### config.mk
export PLATFORM = sky130hd
export DESIGN_NAME = threshold_marching_squares
export DESIGN_NICKNAME = d
export VERILOG_FILES = /design/src/tms_pkg.sv /design/src/tms_ram.sv /design/src/threshold_marching_squares.sv
export VERILOG_INCLUDE_DIRS = /design/src /design/src/src
export SDC_FILE = /design/constraint.sdc
export NUM_CORES = 2
export LEC_CHECK = 0
export BUFFER_PORTS_ARGS = -buffer_cell sky130_fd_sc_hd__buf_4
export CORE_MARGIN = 2
export CORE_UTILIZATION = 63
export DETAILED_ROUTE_END_ITERATION = 12
export PLACE_DENSITY = 0.8
export SYNTH_ARGS = -nofsm -noshare
export SYNTH_HDL_FRONTEND = slang
export SYNTH_SLANG_ARGS = --single-unit
export TNS_END_PERCENT = 20
### constraint.sdc
create_clock -name clk -period 22.4 [get_ports clk]
set_clock_uncertainty 0.2 [all_clocks]
set_input_delay 1.12 -clock clk [delete_from_list [all_inputs] [get_ports clk]]
set_output_delay 1.12 -clock clk [all_outputs]
set_load 0.02 [all_outputs]
### src/threshold_marching_squares_macros.svh
// ----------------------------------------------------------------------------
// Threshold marching squares: assertion macros
// Shared concurrent assertion shorthands, clocked on clk and reset by arst_n.
// ----------------------------------------------------------------------------
`ifndef THRESHOLD_MARCHING_SQUARES_MACROS_SVH
`define THRESHOLD_MARCHING_SQUARES_MACROS_SVH

// The consequent must hold in the same cycle as the antecedent.
`define TMS_ASSERT_SAME(label, ante, cons, msg) \
	label: assert property (@(posedge clk) disable iff (!arst_n) (ante) |-> (cons)) \
		else $error(msg);

// The consequent must hold in the cycle after the antecedent.
`define TMS_ASSERT_NEXT(label, ante, cons, msg) \
	label: assert property (@(posedge clk) disable iff (!arst_n) (ante) |=> (cons)) \
		else $error(msg);

`endif

### src/tms_pkg.sv
// ----------------------------------------------------------------------------
// Threshold marching squares package
// Shared constants, register indexes, trace modes and the edge lookup.
// ----------------------------------------------------------------------------
package tms_pkg;

	// Default line store depth (grid points per row at most).
	localparam int MAX_GRID_WIDTH_DEF = 1024;
	// Largest number of grid rows per frame.
	localparam int GRID_HEIGHT_MAX = 1024;

	// Configuration register indexes.
	localparam logic [2:0] CFG_TRACE_MODE  = 3'd0;
	localparam logic [2:0] CFG_THRESHOLD   = 3'd1;
	localparam logic [2:0] CFG_INVERT      = 3'd2;
	localparam logic [2:0] CFG_GRID_WIDTH  = 3'd3;
	localparam logic [2:0] CFG_GRID_HEIGHT = 3'd4;

	// Trace modes; the reserved code behaves as the any-channel mode.
	localparam logic [1:0] MODE_ALPHA = 2'd0;
	localparam logic [1:0] MODE_LUMA  = 2'd1;
	localparam logic [1:0] MODE_ANY   = 2'd2;

	// Edge codes.
	typedef logic [1:0] edge_t;
	localparam edge_t EDGE_TOP    = 2'd0;
	localparam edge_t EDGE_RIGHT  = 2'd1;
	localparam edge_t EDGE_BOTTOM = 2'd2;
	localparam edge_t EDGE_LEFT   = 2'd3;

	// Cases of note.
	localparam logic [3:0] CASE_EMPTY   = 4'd0;
	localparam logic [3:0] CASE_FULL    = 4'd15;
	localparam logic [3:0] CASE_SADDLE_A = 4'd5;
	localparam logic [3:0] CASE_SADDLE_B = 4'd10;

	localparam logic [2:0] COUNT_PAIR   = 3'd2;
	localparam logic [2:0] COUNT_SADDLE = 3'd4;

	// Edges crossed by a square, first edge in the lowest slot.
	typedef edge_t [3:0] edge_set_t;

	function automatic edge_set_t edge_lookup(input logic [3:0] cs);
		edge_set_t e;
		e = {4{EDGE_TOP}};
		unique case (cs)
			4'd1, 4'd14: begin
				e[0] = EDGE_LEFT;
				e[1] = EDGE_BOTTOM;
			end
			4'd2, 4'd13: begin
				e[0] = EDGE_BOTTOM;
				e[1] = EDGE_RIGHT;
			end
			4'd3, 4'd12: begin
				e[0] = EDGE_LEFT;
				e[1] = EDGE_RIGHT;
			end
			4'd4, 4'd11: begin
				e[0] = EDGE_TOP;
				e[1] = EDGE_RIGHT;
			end
			4'd6, 4'd9: begin
				e[0] = EDGE_TOP;
				e[1] = EDGE_BOTTOM;
			end
			4'd7, 4'd8: begin
				e[0] = EDGE_LEFT;
				e[1] = EDGE_TOP;
			end
			CASE_SADDLE_A, CASE_SADDLE_B: begin
				e[0] = EDGE_TOP;
				e[1] = EDGE_RIGHT;
				e[2] = EDGE_BOTTOM;
				e[3] = EDGE_LEFT;
			end
			default: begin
				e = {4{EDGE_TOP}};
			end
		endcase
		return e;
	endfunction

endpackage

### src/tms_ram.sv
// ----------------------------------------------------------------------------
// Generic single-port-write, single-port-read RAM
// One write and one read per cycle; the read data is registered.
// ----------------------------------------------------------------------------
module tms_ram #(
	parameter int WIDTH = 1,
	parameter int DEPTH = tms_pkg::MAX_GRID_WIDTH_DEF
) (
	input  logic                     clk,
	input  logic                     wr_en,
	input  logic [$clog2(DEPTH)-1:0] wr_addr,
	input  logic [WIDTH-1:0]         wr_data,
	input  logic [$clog2(DEPTH)-1:0] rd_addr,
	output logic [WIDTH-1:0]         rd_data
);

	logic [WIDTH-1:0] mem_q [DEPTH];

	// Write port and registered read port.
	always_ff @(posedge clk) begin
		if (wr_en) begin
			mem_q[wr_addr] <= wr_data;
		end
		rd_data <= mem_q[rd_addr];
	end

endmodule

### src/threshold_marching_squares.sv
// ----------------------------------------------------------------------------
// Threshold marching squares
// Thresholds a raster stream of RGBA grid points and emits the marching
// squares case and crossed edges of every mixed 2x2 square.
// ----------------------------------------------------------------------------
// One grid point is taken per cycle and a result, if the point closes a mixed
// square, appears in the output register in the next cycle; sustained rate is
// one point per clock while the output side keeps up. The previous row lives
// in a one-bit line store of MAX_GRID_WIDTH entries with a registered read
// port; it is read one column ahead so the bit above each point is waiting
// when the point arrives. The line store needs no clearing pass after reset.
// Results: square_x, square_y, case_index (tl=8 tr=4 br=2 bl=1), point_count
// and the edge codes edge_0 to edge_3 (0 top, 1 right, 2 bottom, 3 left).
// ----------------------------------------------------------------------------
`include "threshold_marching_squares_macros.svh"

module threshold_marching_squares #(
	parameter int MAX_GRID_WIDTH = tms_pkg::MAX_GRID_WIDTH_DEF
) (
	input  logic        clk,
	input  logic        arst_n,
	// Configuration write port.
	input  logic        cfg_wr_en,
	input  logic [2:0]  cfg_index,
	input  logic [10:0] cfg_data,
	// Grid point input.
	input  logic        s_tvalid,
	output logic        s_tready,
	input  logic [31:0] s_tdata,  // red[7:0], green[15:8], blue[23:16], alpha[31:24]
	// Square result output.
	output logic        m_tvalid,
	input  logic        m_tready,
	// square_x[9:0], square_y[19:10], case_index[23:20], point_count[26:24],
	// edge_0[28:27], edge_1[30:29], edge_2[32:31], edge_3[34:33], zero[39:35]
	output logic [39:0] m_tdata
);

	localparam int COL_W = $clog2(MAX_GRID_WIDTH);
	localparam int WW    = $clog2(MAX_GRID_WIDTH + 1);
	localparam int CMP_W = (WW > 11) ? WW : 11;

	// Configuration registers.
	logic [1:0]  trace_mode_q;
	logic [7:0]  threshold_q;
	logic        invert_q;
	logic [10:0] grid_width_q;
	logic [10:0] grid_height_q;

	// Scan state.
	logic [COL_W-1:0] col_q;
	logic [9:0]       row_q;
	logic             above_left_q;
	logic             left_q;

	// Output register.
	logic                  out_valid_q;
	logic [9:0]            sq_x_q;
	logic [9:0]            sq_y_q;
	logic [3:0]            case_q;
	logic [2:0]            count_q;
	tms_pkg::edge_set_t    edges_q;

	logic             accept;
	logic [7:0]       red, green, blue, alpha;
	logic [17:0]      luma;
	logic [17:0]      luma_level;
	logic             hit;
	logic             cur;
	logic             above;
	logic [3:0]       cs;
	logic             produce;
	logic [CMP_W-1:0] width_eff;
	logic [CMP_W-1:0] col_plus;
	logic [10:0]      height_eff;
	logic [10:0]      row_plus;
	logic             col_wrap;
	logic [COL_W-1:0] col_next;
	logic [9:0]       row_next;
	logic [COL_W-1:0] rd_addr;

	assign accept   = s_tvalid && s_tready;
	assign s_tready = !out_valid_q || m_tready;

	assign red   = s_tdata[7:0];
	assign green = s_tdata[15:8];
	assign blue  = s_tdata[23:16];
	assign alpha = s_tdata[31:24];

	// Configuration writes.
	always_ff @(posedge clk or negedge arst_n) begin
		if (!arst_n) begin
			trace_mode_q  <= tms_pkg::MODE_ALPHA;
			threshold_q   <= 8'd128;
			invert_q      <= 1'b0;
			grid_width_q  <= 11'd2;
			grid_height_q <= 11'd2;
		end else if (cfg_wr_en) begin
			unique case (cfg_index)
				tms_pkg::CFG_TRACE_MODE:  trace_mode_q  <= cfg_data[1:0];
				tms_pkg::CFG_THRESHOLD:   threshold_q   <= cfg_data[7:0];
				tms_pkg::CFG_INVERT:      invert_q      <= cfg_data[0];
				tms_pkg::CFG_GRID_WIDTH:  grid_width_q  <= cfg_data;
				tms_pkg::CFG_GRID_HEIGHT: grid_height_q <= cfg_data;
				default: begin
				end
			endcase
		end
	end

	// Inside decision for the incoming point.
	assign luma = 18'(red) * 18'd299 + 18'(green) * 18'd587 + 18'(blue) * 18'd114;
	assign luma_level = 18'(threshold_q) * 18'd1000;

	always_comb begin
		unique case (trace_mode_q)
			tms_pkg::MODE_ALPHA: hit = alpha >= threshold_q;
			tms_pkg::MODE_LUMA:  hit = luma >= luma_level;
			default: hit = (red >= threshold_q) || (green >= threshold_q)
				|| (blue >= threshold_q);
		endcase
	end

	assign cur = hit ^ invert_q;

	// Square case from the four corners.
	assign cs = {above_left_q, above, cur, left_q};
	assign produce = (row_q != 10'd0) && (col_q != '0) && (cs != tms_pkg::CASE_EMPTY)
		&& (cs != tms_pkg::CASE_FULL);

	// Effective frame size and counter advance.
	always_comb begin
		if (CMP_W'(grid_width_q) < CMP_W'(2)) begin
			width_eff = CMP_W'(2);
		end else if (CMP_W'(grid_width_q) > CMP_W'(MAX_GRID_WIDTH)) begin
			width_eff = CMP_W'(MAX_GRID_WIDTH);
		end else begin
			width_eff = CMP_W'(grid_width_q);
		end
		if (grid_height_q < 11'd2) begin
			height_eff = 11'd2;
		end else if (grid_height_q > 11'(tms_pkg::GRID_HEIGHT_MAX)) begin
			height_eff = 11'(tms_pkg::GRID_HEIGHT_MAX);
		end else begin
			height_eff = grid_height_q;
		end
	end

	assign col_plus = CMP_W'(col_q) + CMP_W'(1);
	assign row_plus = 11'(row_q) + 11'd1;
	assign col_wrap = col_plus >= width_eff;

	always_comb begin
		if (col_wrap) begin
			col_next = '0;
			row_next = (row_plus >= height_eff) ? 10'd0 : row_plus[9:0];
		end else begin
			col_next = col_plus[COL_W-1:0];
			row_next = row_q;
		end
	end

	// Read one column ahead so the bit above is ready at the next point.
	assign rd_addr = accept ? col_next : col_q;

	tms_ram #(
		.WIDTH (1),
		.DEPTH (MAX_GRID_WIDTH)
	) u_line_store (
		.clk     (clk),
		.wr_en   (accept),
		.wr_addr (col_q),
		.wr_data (cur),
		.rd_addr (rd_addr),
		.rd_data (above)
	);

	// Scan position and neighbor bits.
	always_ff @(posedge clk or negedge arst_n) begin
		if (!arst_n) begin
			col_q        <= '0;
			row_q        <= 10'd0;
			above_left_q <= 1'b0;
			left_q       <= 1'b0;
		end else if (accept) begin
			col_q        <= col_next;
			row_q        <= row_next;
			above_left_q <= above;
			left_q       <= cur;
		end
	end

	// Output register valid flag.
	always_ff @(posedge clk or negedge arst_n) begin
		if (!arst_n) begin
			out_valid_q <= 1'b0;
		end else if (accept) begin
			out_valid_q <= produce;
		end else if (m_tready) begin
			out_valid_q <= 1'b0;
		end
	end

	// Output register payload.
	always_ff @(posedge clk) begin
		if (accept) begin
			sq_x_q  <= 10'(col_q - COL_W'(1));
			sq_y_q  <= row_q - 10'd1;
			case_q  <= cs;
			count_q <= ((cs == tms_pkg::CASE_SADDLE_A) || (cs == tms_pkg::CASE_SADDLE_B))
				? tms_pkg::COUNT_SADDLE : tms_pkg::COUNT_PAIR;
			edges_q <= tms_pkg::edge_lookup(cs);
		end
	end

	assign m_tvalid = out_valid_q;
	assign m_tdata  = {5'd0, edges_q, count_q, case_q, sq_y_q, sq_x_q};

	// A stalled result blocks the input side.
	`TMS_ASSERT_SAME(a_stall_blocks, out_valid_q && !m_tready, !s_tready, "accept while stalled")
	// A point in the first column never closes a square.
	`TMS_ASSERT_NEXT(a_first_col, accept && (col_q == '0), !out_valid_q, "result at column 0")
	// Uniform squares are never reported.
	`TMS_ASSERT_SAME(a_mixed_case, out_valid_q,
		(case_q != tms_pkg::CASE_EMPTY) && (case_q != tms_pkg::CASE_FULL), "uniform case out")
	// The edge count is COUNT_SADDLE exactly for the saddle cases.
	`TMS_ASSERT_SAME(a_saddle_count, out_valid_q,
		(count_q == tms_pkg::COUNT_SADDLE) == ((case_q == tms_pkg::CASE_SADDLE_A)
		|| (case_q == tms_pkg::CASE_SADDLE_B)), "edge count mismatch")
	// The column counter stays inside the line store.
	`TMS_ASSERT_SAME(a_col_range, accept, CMP_W'(col_q) < CMP_W'(MAX_GRID_WIDTH),
		"column beyond line store")

endmodule
# Word level (Yosys, flattened, before mapping)
# Memories as Yosys holds them, arrays and structs flattened. A register that Yosys moved wholly into a read port is not among the register bits.
# Cells that the tools add are included.
# word_totals
inputBits,51
mem_bits_rw,1024
output_inout_bits,42
n_memories,1
regBits,91
elab_cells,104
# op_classes
eq_ne,20
order_cmp,11
add_sub_neg,6
bitwise,1
n_mul,4
reduce_logical,28
muxes,15
# mem_list
memory,depth,word_bits,rd,rd_clocked_by_memory_dff,write_ports,line_no,source
u_line_store.mem_q,1024,1,1,1,1,tms_ram.sv:17,logic [WIDTH-1:0] mem_q [DEPTH];
# ops
operator,count
11-bit two-way mux,4
8-bit greater-or-equal comparator,4
10-bit two-way mux,3
"4-bit == test, second input constant",7
4-bit one-hot mux with 6 select lines,1
"10-bit by 1-bit adder with 11-bit output, second input constant",2
11-bit greater-or-equal comparator,2
"11-bit > comparator, second input constant",2
"11-bit by 2-bit less-than comparator with 1-bit output, second input constant",2
10-bit nonzero test,2
"10-bit by 1-bit subtractor with 10-bit output, second input constant",2
17-bit by 18-bit adder with 18-bit output,1
18-bit by 15-bit adder with 18-bit output,1
18-bit greater-or-equal comparator,1
"8-bit by 10-bit multiplier with 18-bit output, second input constant",1
"8-bit by 9-bit multiplier with 17-bit output, second input constant",1
"4-bit by 3-bit == test with 1-bit output, second input constant",4
"8-bit by 7-bit multiplier with 15-bit output, second input constant",1
"8-bit by 6-bit multiplier with 14-bit output, second input constant",1
2-bit AND reduction,6
2-bit OR reduction,6
"4-bit by 2-bit == test with 1-bit output, second input constant",2
"3-bit by 2-bit == test with 1-bit output, second input constant",2
"4-bit by 1-bit == test with 1-bit output, second input constant",1
other kinds (17),26

# Logic depth before layout (Yosys ltp)
# depth
ltp_word,10
depth_mapped,37
mapped_depth_nobuf,36

# By module
# From an unflattened synthesis, not the netlist that was laid out.
# unflattened
hier_cells,4231
hier_area_um2,55469.4
# modules_own_cells
module,cells_per_inst,area_per_inst_um2,instances,seq_area_each_um2
tms_ram,3112,44656.6,1,30769.5
threshold_marching_squares,1119,10812.9,1,2306.0

# Worst setup path after synthesis
# OpenSTA, ideal clock, no wires.
# synth_path
path_type,input-to-reg
startpoint,input s_tdata[16]
endpoint,register case_q[1] (data pin)
t_arrival_ns,18.849
n_path_buf,1
setup_ns,2.498
cell_stages,33
setup_slack_ns,0.853
required_time_ns,19.702
cell_sequence,fa_1 inv_1 fa_1 inv_1 ha_1 ha_1 inv_1 fa_1 xnor2_1 ha_1 fa_1 inv_1 fa_1 fa_1 inv_1 ha_1 a21oi_1 nand2b_1 a21boi_0 o41ai_1 o21bai_1 a21oi_1 xnor2_1 ha_1 and4_1 nand2_1 o2111ai_1 nor3_1 a21o_1 nor3_1 xnor2_1 buf_2 inv_1
# synth_via
elab_chain_len,5
word_cells_on_any_way,7
cone_classes,1 x add/sub; 1 x mul; 2 x order compare; 1 x mux; 1 x bitwise; 1 x reduce/logical
# synth_rtl
element,line_no,source
"start, declared",threshold_marching_squares.sv:29,"input logic [31:0] s_tdata,"
8-bit by 6-bit multiplier with 14-bit output,threshold_marching_squares.sv:111,assign luma = 18'(red) * 18'd299 + 18'(green) * 18'd587 + 18'(blue) * 18'd114;
18-bit by 15-bit adder with 18-bit output,threshold_marching_squares.sv:111,
18-bit greater-or-equal comparator,threshold_marching_squares.sv:117,tms_pkg::MODE_LUMA: hit = luma >= luma_level;
1-bit one-hot mux with 2 select lines (*),threshold_marching_squares.sv:115,unique case (trace_mode_q)
1-bit bitwise XOR (*),threshold_marching_squares.sv:123,assign cur = hit ^ invert_q;
named net cur,threshold_marching_squares.sv:68,logic cur;
"end signal, assigned",threshold_marching_squares.sv:208,case_q <= cs;
"end, declared",threshold_marching_squares.sv:59,logic [3:0] case_q;
# Mark *: on every way through the listed nets, which the timed path passes. The rest lies on a longest branch.
# A chain may end at the register's enable or synchronous reset.

# Worst setup path after layout
# layout_path
startpoint,input s_tdata[16]
endpoint,memory u_line_store.mem_q[315] (data pin)
# layout_via
elab_chain_len,5
word_cells_on_any_way,7
cone_classes,1 x add/sub; 1 x mul; 2 x order compare; 1 x mux; 1 x bitwise; 1 x reduce/logical
# layout_rtl
element,line_no
8-bit by 6-bit multiplier with 14-bit output,threshold_marching_squares.sv:111
18-bit by 15-bit adder with 18-bit output,threshold_marching_squares.sv:111
18-bit greater-or-equal comparator,threshold_marching_squares.sv:117
1-bit one-hot mux with 2 select lines (*),threshold_marching_squares.sv:115
1-bit bitwise XOR (*),threshold_marching_squares.sv:123
named net cur,threshold_marching_squares.sv:68
"end, declared",tms_ram.sv:17
# Marks and branches as above.

==> impl_metrics.csv <==
group,metric,value,unit
timing,fmax,0.0845,GHz
timing,drv_slew,0,
critical_path,worstPathMaxFanout,268,
timing,fin_crit_sh,52.8,%
die,initial_utilization,63.5,%
placed_design,gp_congestion,0.889,
clock_network,cts_hold_buf,0,
drt,viasPerCell,6.42,
synth,synth_area_leaders,"edfxtp_1, nor2_1, nand2_1",
grt,antenna_found_initial,3,
synth,synth_cells,5190,
clock_network,clk_latency,0.67,ns
clock_network,numCtsBuffers,105,
clock_network,cts_sinks,1111,
synth,yosysSeqAreaShare,59.0,%
run,drv_cap,0,
synth,synth_area_leader_cell,"edfxtp_1",
drt,vias,40537,
timing,fin_crit,11.83,ns
synth,avgSynthCellArea,10.8,um2
clock_network,cts_tree,"built",
clock_network,cts-root-buf,"clkbuf_16",
synth,ys_warn_count,0,
timing,hold_viol,0,
die,core_area,0.0882,mm2
synth,synth_area,0.0561,mm2
synth,synthFlopType,"edfxtp_1",
cells_and_area,drive_above_1_share,7.63,%
clock_network,post_cts_resize_count,0,
clock_network,clockBufferDepth,3,
grt,grt_max_degree,269,
grt,grt_usage,33.3,%
drt,drc_errors,0,
die,row_count,109,
synth,yosysUniqueCellTypes,85,
drt,first_pass_iters,8,
timing,rsz0062_at_grt,"false",
critical_path,crit_top_cell,"fa_1",
min_path,hp-class,"in -> async",
grt,grt_pass1_vias,38749,
die,die_x,302,um
critical_path,cpMaxStageDelayCell,"buf_4",
die,fp.dieH,302,um
critical_path,required,22.52,ns
synth,synth_most_common_cell,"nor2_1",
critical_path,crit_path_start_kind,"input pin",
critical_path,endpoint_kind,"register",
drt,drt_iter0_drc,6085,
clock_network,cts.htree.levels,3,
critical_path,critPathKind,"in -> reg",
clock_network,clkSlewWorstSetupHoldPaths,0.06,ns
drt,postRouteAntennaNets,0,
synth,ys_ff_latch,1111,
critical_path,max_stage_delay,0.94,ns
cells_and_area,area_growth,7.97,%
synth,synth-edff-count,1054,
clock_network,post-cts-setup-buffers,0,
cells_and_area,antenna_cells,0,
timing,tightest_slew,1.31,ns
status,outcome,"complete, no violations",
synth,yosys-top-cells-count,"nor2_1, edfxtp_1, nand2_1",
timing,tns,0,ns
grt,grt_pass1_wl,228000,um
synth,async_flop_share,5.04,%
timing,holdWs,0.329,ns
placed_design,port_buffers,85,
die,pin_count,93,
drt,wl_per_cell,24.2,um
synth,synth_top_area_share,56.4,%
timing,setup_violations,0,
drt,drt_wl_total,153000,um
grt,gr-total-overflow,0,
cells_and_area,layout.nets,5424,
critical_path,worstPathArrival,11.94,ns
placed_design,hpwlAfterDp,85400,um
timing,relSlewSlack,12.5,%
die,die_area,0.0914,mm2
## cells in the final DEF, fill, tap and decap left out, types with 65 or more instances in the layout
master     instances
ha_1             216
nand3_1          224
inv_1            228
nand2_1          797
a21oi_1          164
clkbuf_16        109
buf_4            157
a31oi_1           70
fa_1              94
nor2_1          1103
o21ai_0           65
edfxtp_1        1054
mux2i_1          175
## stage by stage
step	util (%)	instance area, um2	std cells	setup WS [ns]
2_1_floorplan	-	56100	5196	0.853
3_3_place_gp	64.7	57100	6121	10.18
3_5_place_dp	64.7	57100	6121	10.07
4_1_cts	68.6	60500	6314	10.72
5_1_grt	68.6	60500	6314	9.82
6_report	68.6	60500	6314	10.57
## registers in the layout, summed over array words and instances, names as in the netlist, 2 cells and up
| name | flops |
|---|---|
| grid_width_q | 11 |
| u_line_store.mem_q | 1024 |
| sq_x_q | 10 |
| threshold_q | 8 |
| m_tdata | 5 |
| col_q | 10 |
| grid_height_q | 11 |
| sq_y_q | 10 |
| case_q | 4 |
| row_q | 10 |
| trace_mode_q | 2 |
## final cells by class
cell class	instances	area, um2
Sequential cell	1111	33100
Multi-Input combinational cell	3447	20400
Clock inverter	56	604
Tap cell	1165	1460
Inverter	238	920
Timing Repair Buffer	160	1240
Clock buffer	137	2860
Fill cell	6149	27700
## kinds of logic (layout without fill, tap and decap cells)
kind of cell | count (synthesis) | count (layout) | synth area share, %
other | 1 | 7 | 0.00669
AND/OR/NAND/NOR | 2348 | 2348 | 17.1
flip-flops | 1111 | 1111 | 59.0
adder cells (fa/ha/maj) | 311 | 311 | 8.19
XOR/XNOR | 66 | 66 | 1.03
buffers and inverters | 638 | 591 | 5.01
AO/OA/AOI/OAI | 514 | 514 | 5.95
multiplexers | 201 | 201 | 3.67
## worst max-delay path, delay by kind of cell
kind	cells	cell delay [ns]
xor gates and xnor gates	3	0.38
AOI/OAI and AO/OA	7	1.48
and+or+nand+nor	5	0.78
adders and majority gates	11	4.26
buffers and inverters	11	3.57
## per-layer routing
metal,GRT usage (%),part of all wire (%),vias up
met3,7.91,14,577
met2,50.8,44,2751
met4,17.0,5.9,4
li1,-,-,17598
met5,0,0.015,-
met1,44.9,36,19607
## worst paths after layout
check | startpoint | end | depth (start not counted) | slack (ns)
min in group clk | grid_width_q[0] | grid_width_q[0] | 1 | 0.33
max | s_tdata[16] | u_line_store.mem_q[315] | 37 | 10.57
max reg2reg | threshold_q[0] | u_line_store.mem_q[315] | 30 | 12.39
max in group asynchronous | arst_n | col_q[7] | 1 | 21.18
min | arst_n | threshold_q[3] | 1 | 0.33
min reg2reg | grid_width_q[0] | grid_width_q[0] | 1 | 0.33
Power is left out: the tool's default activity adds up to more than one toggle a clock period on the data nets, which glitch-free logic cannot reach.
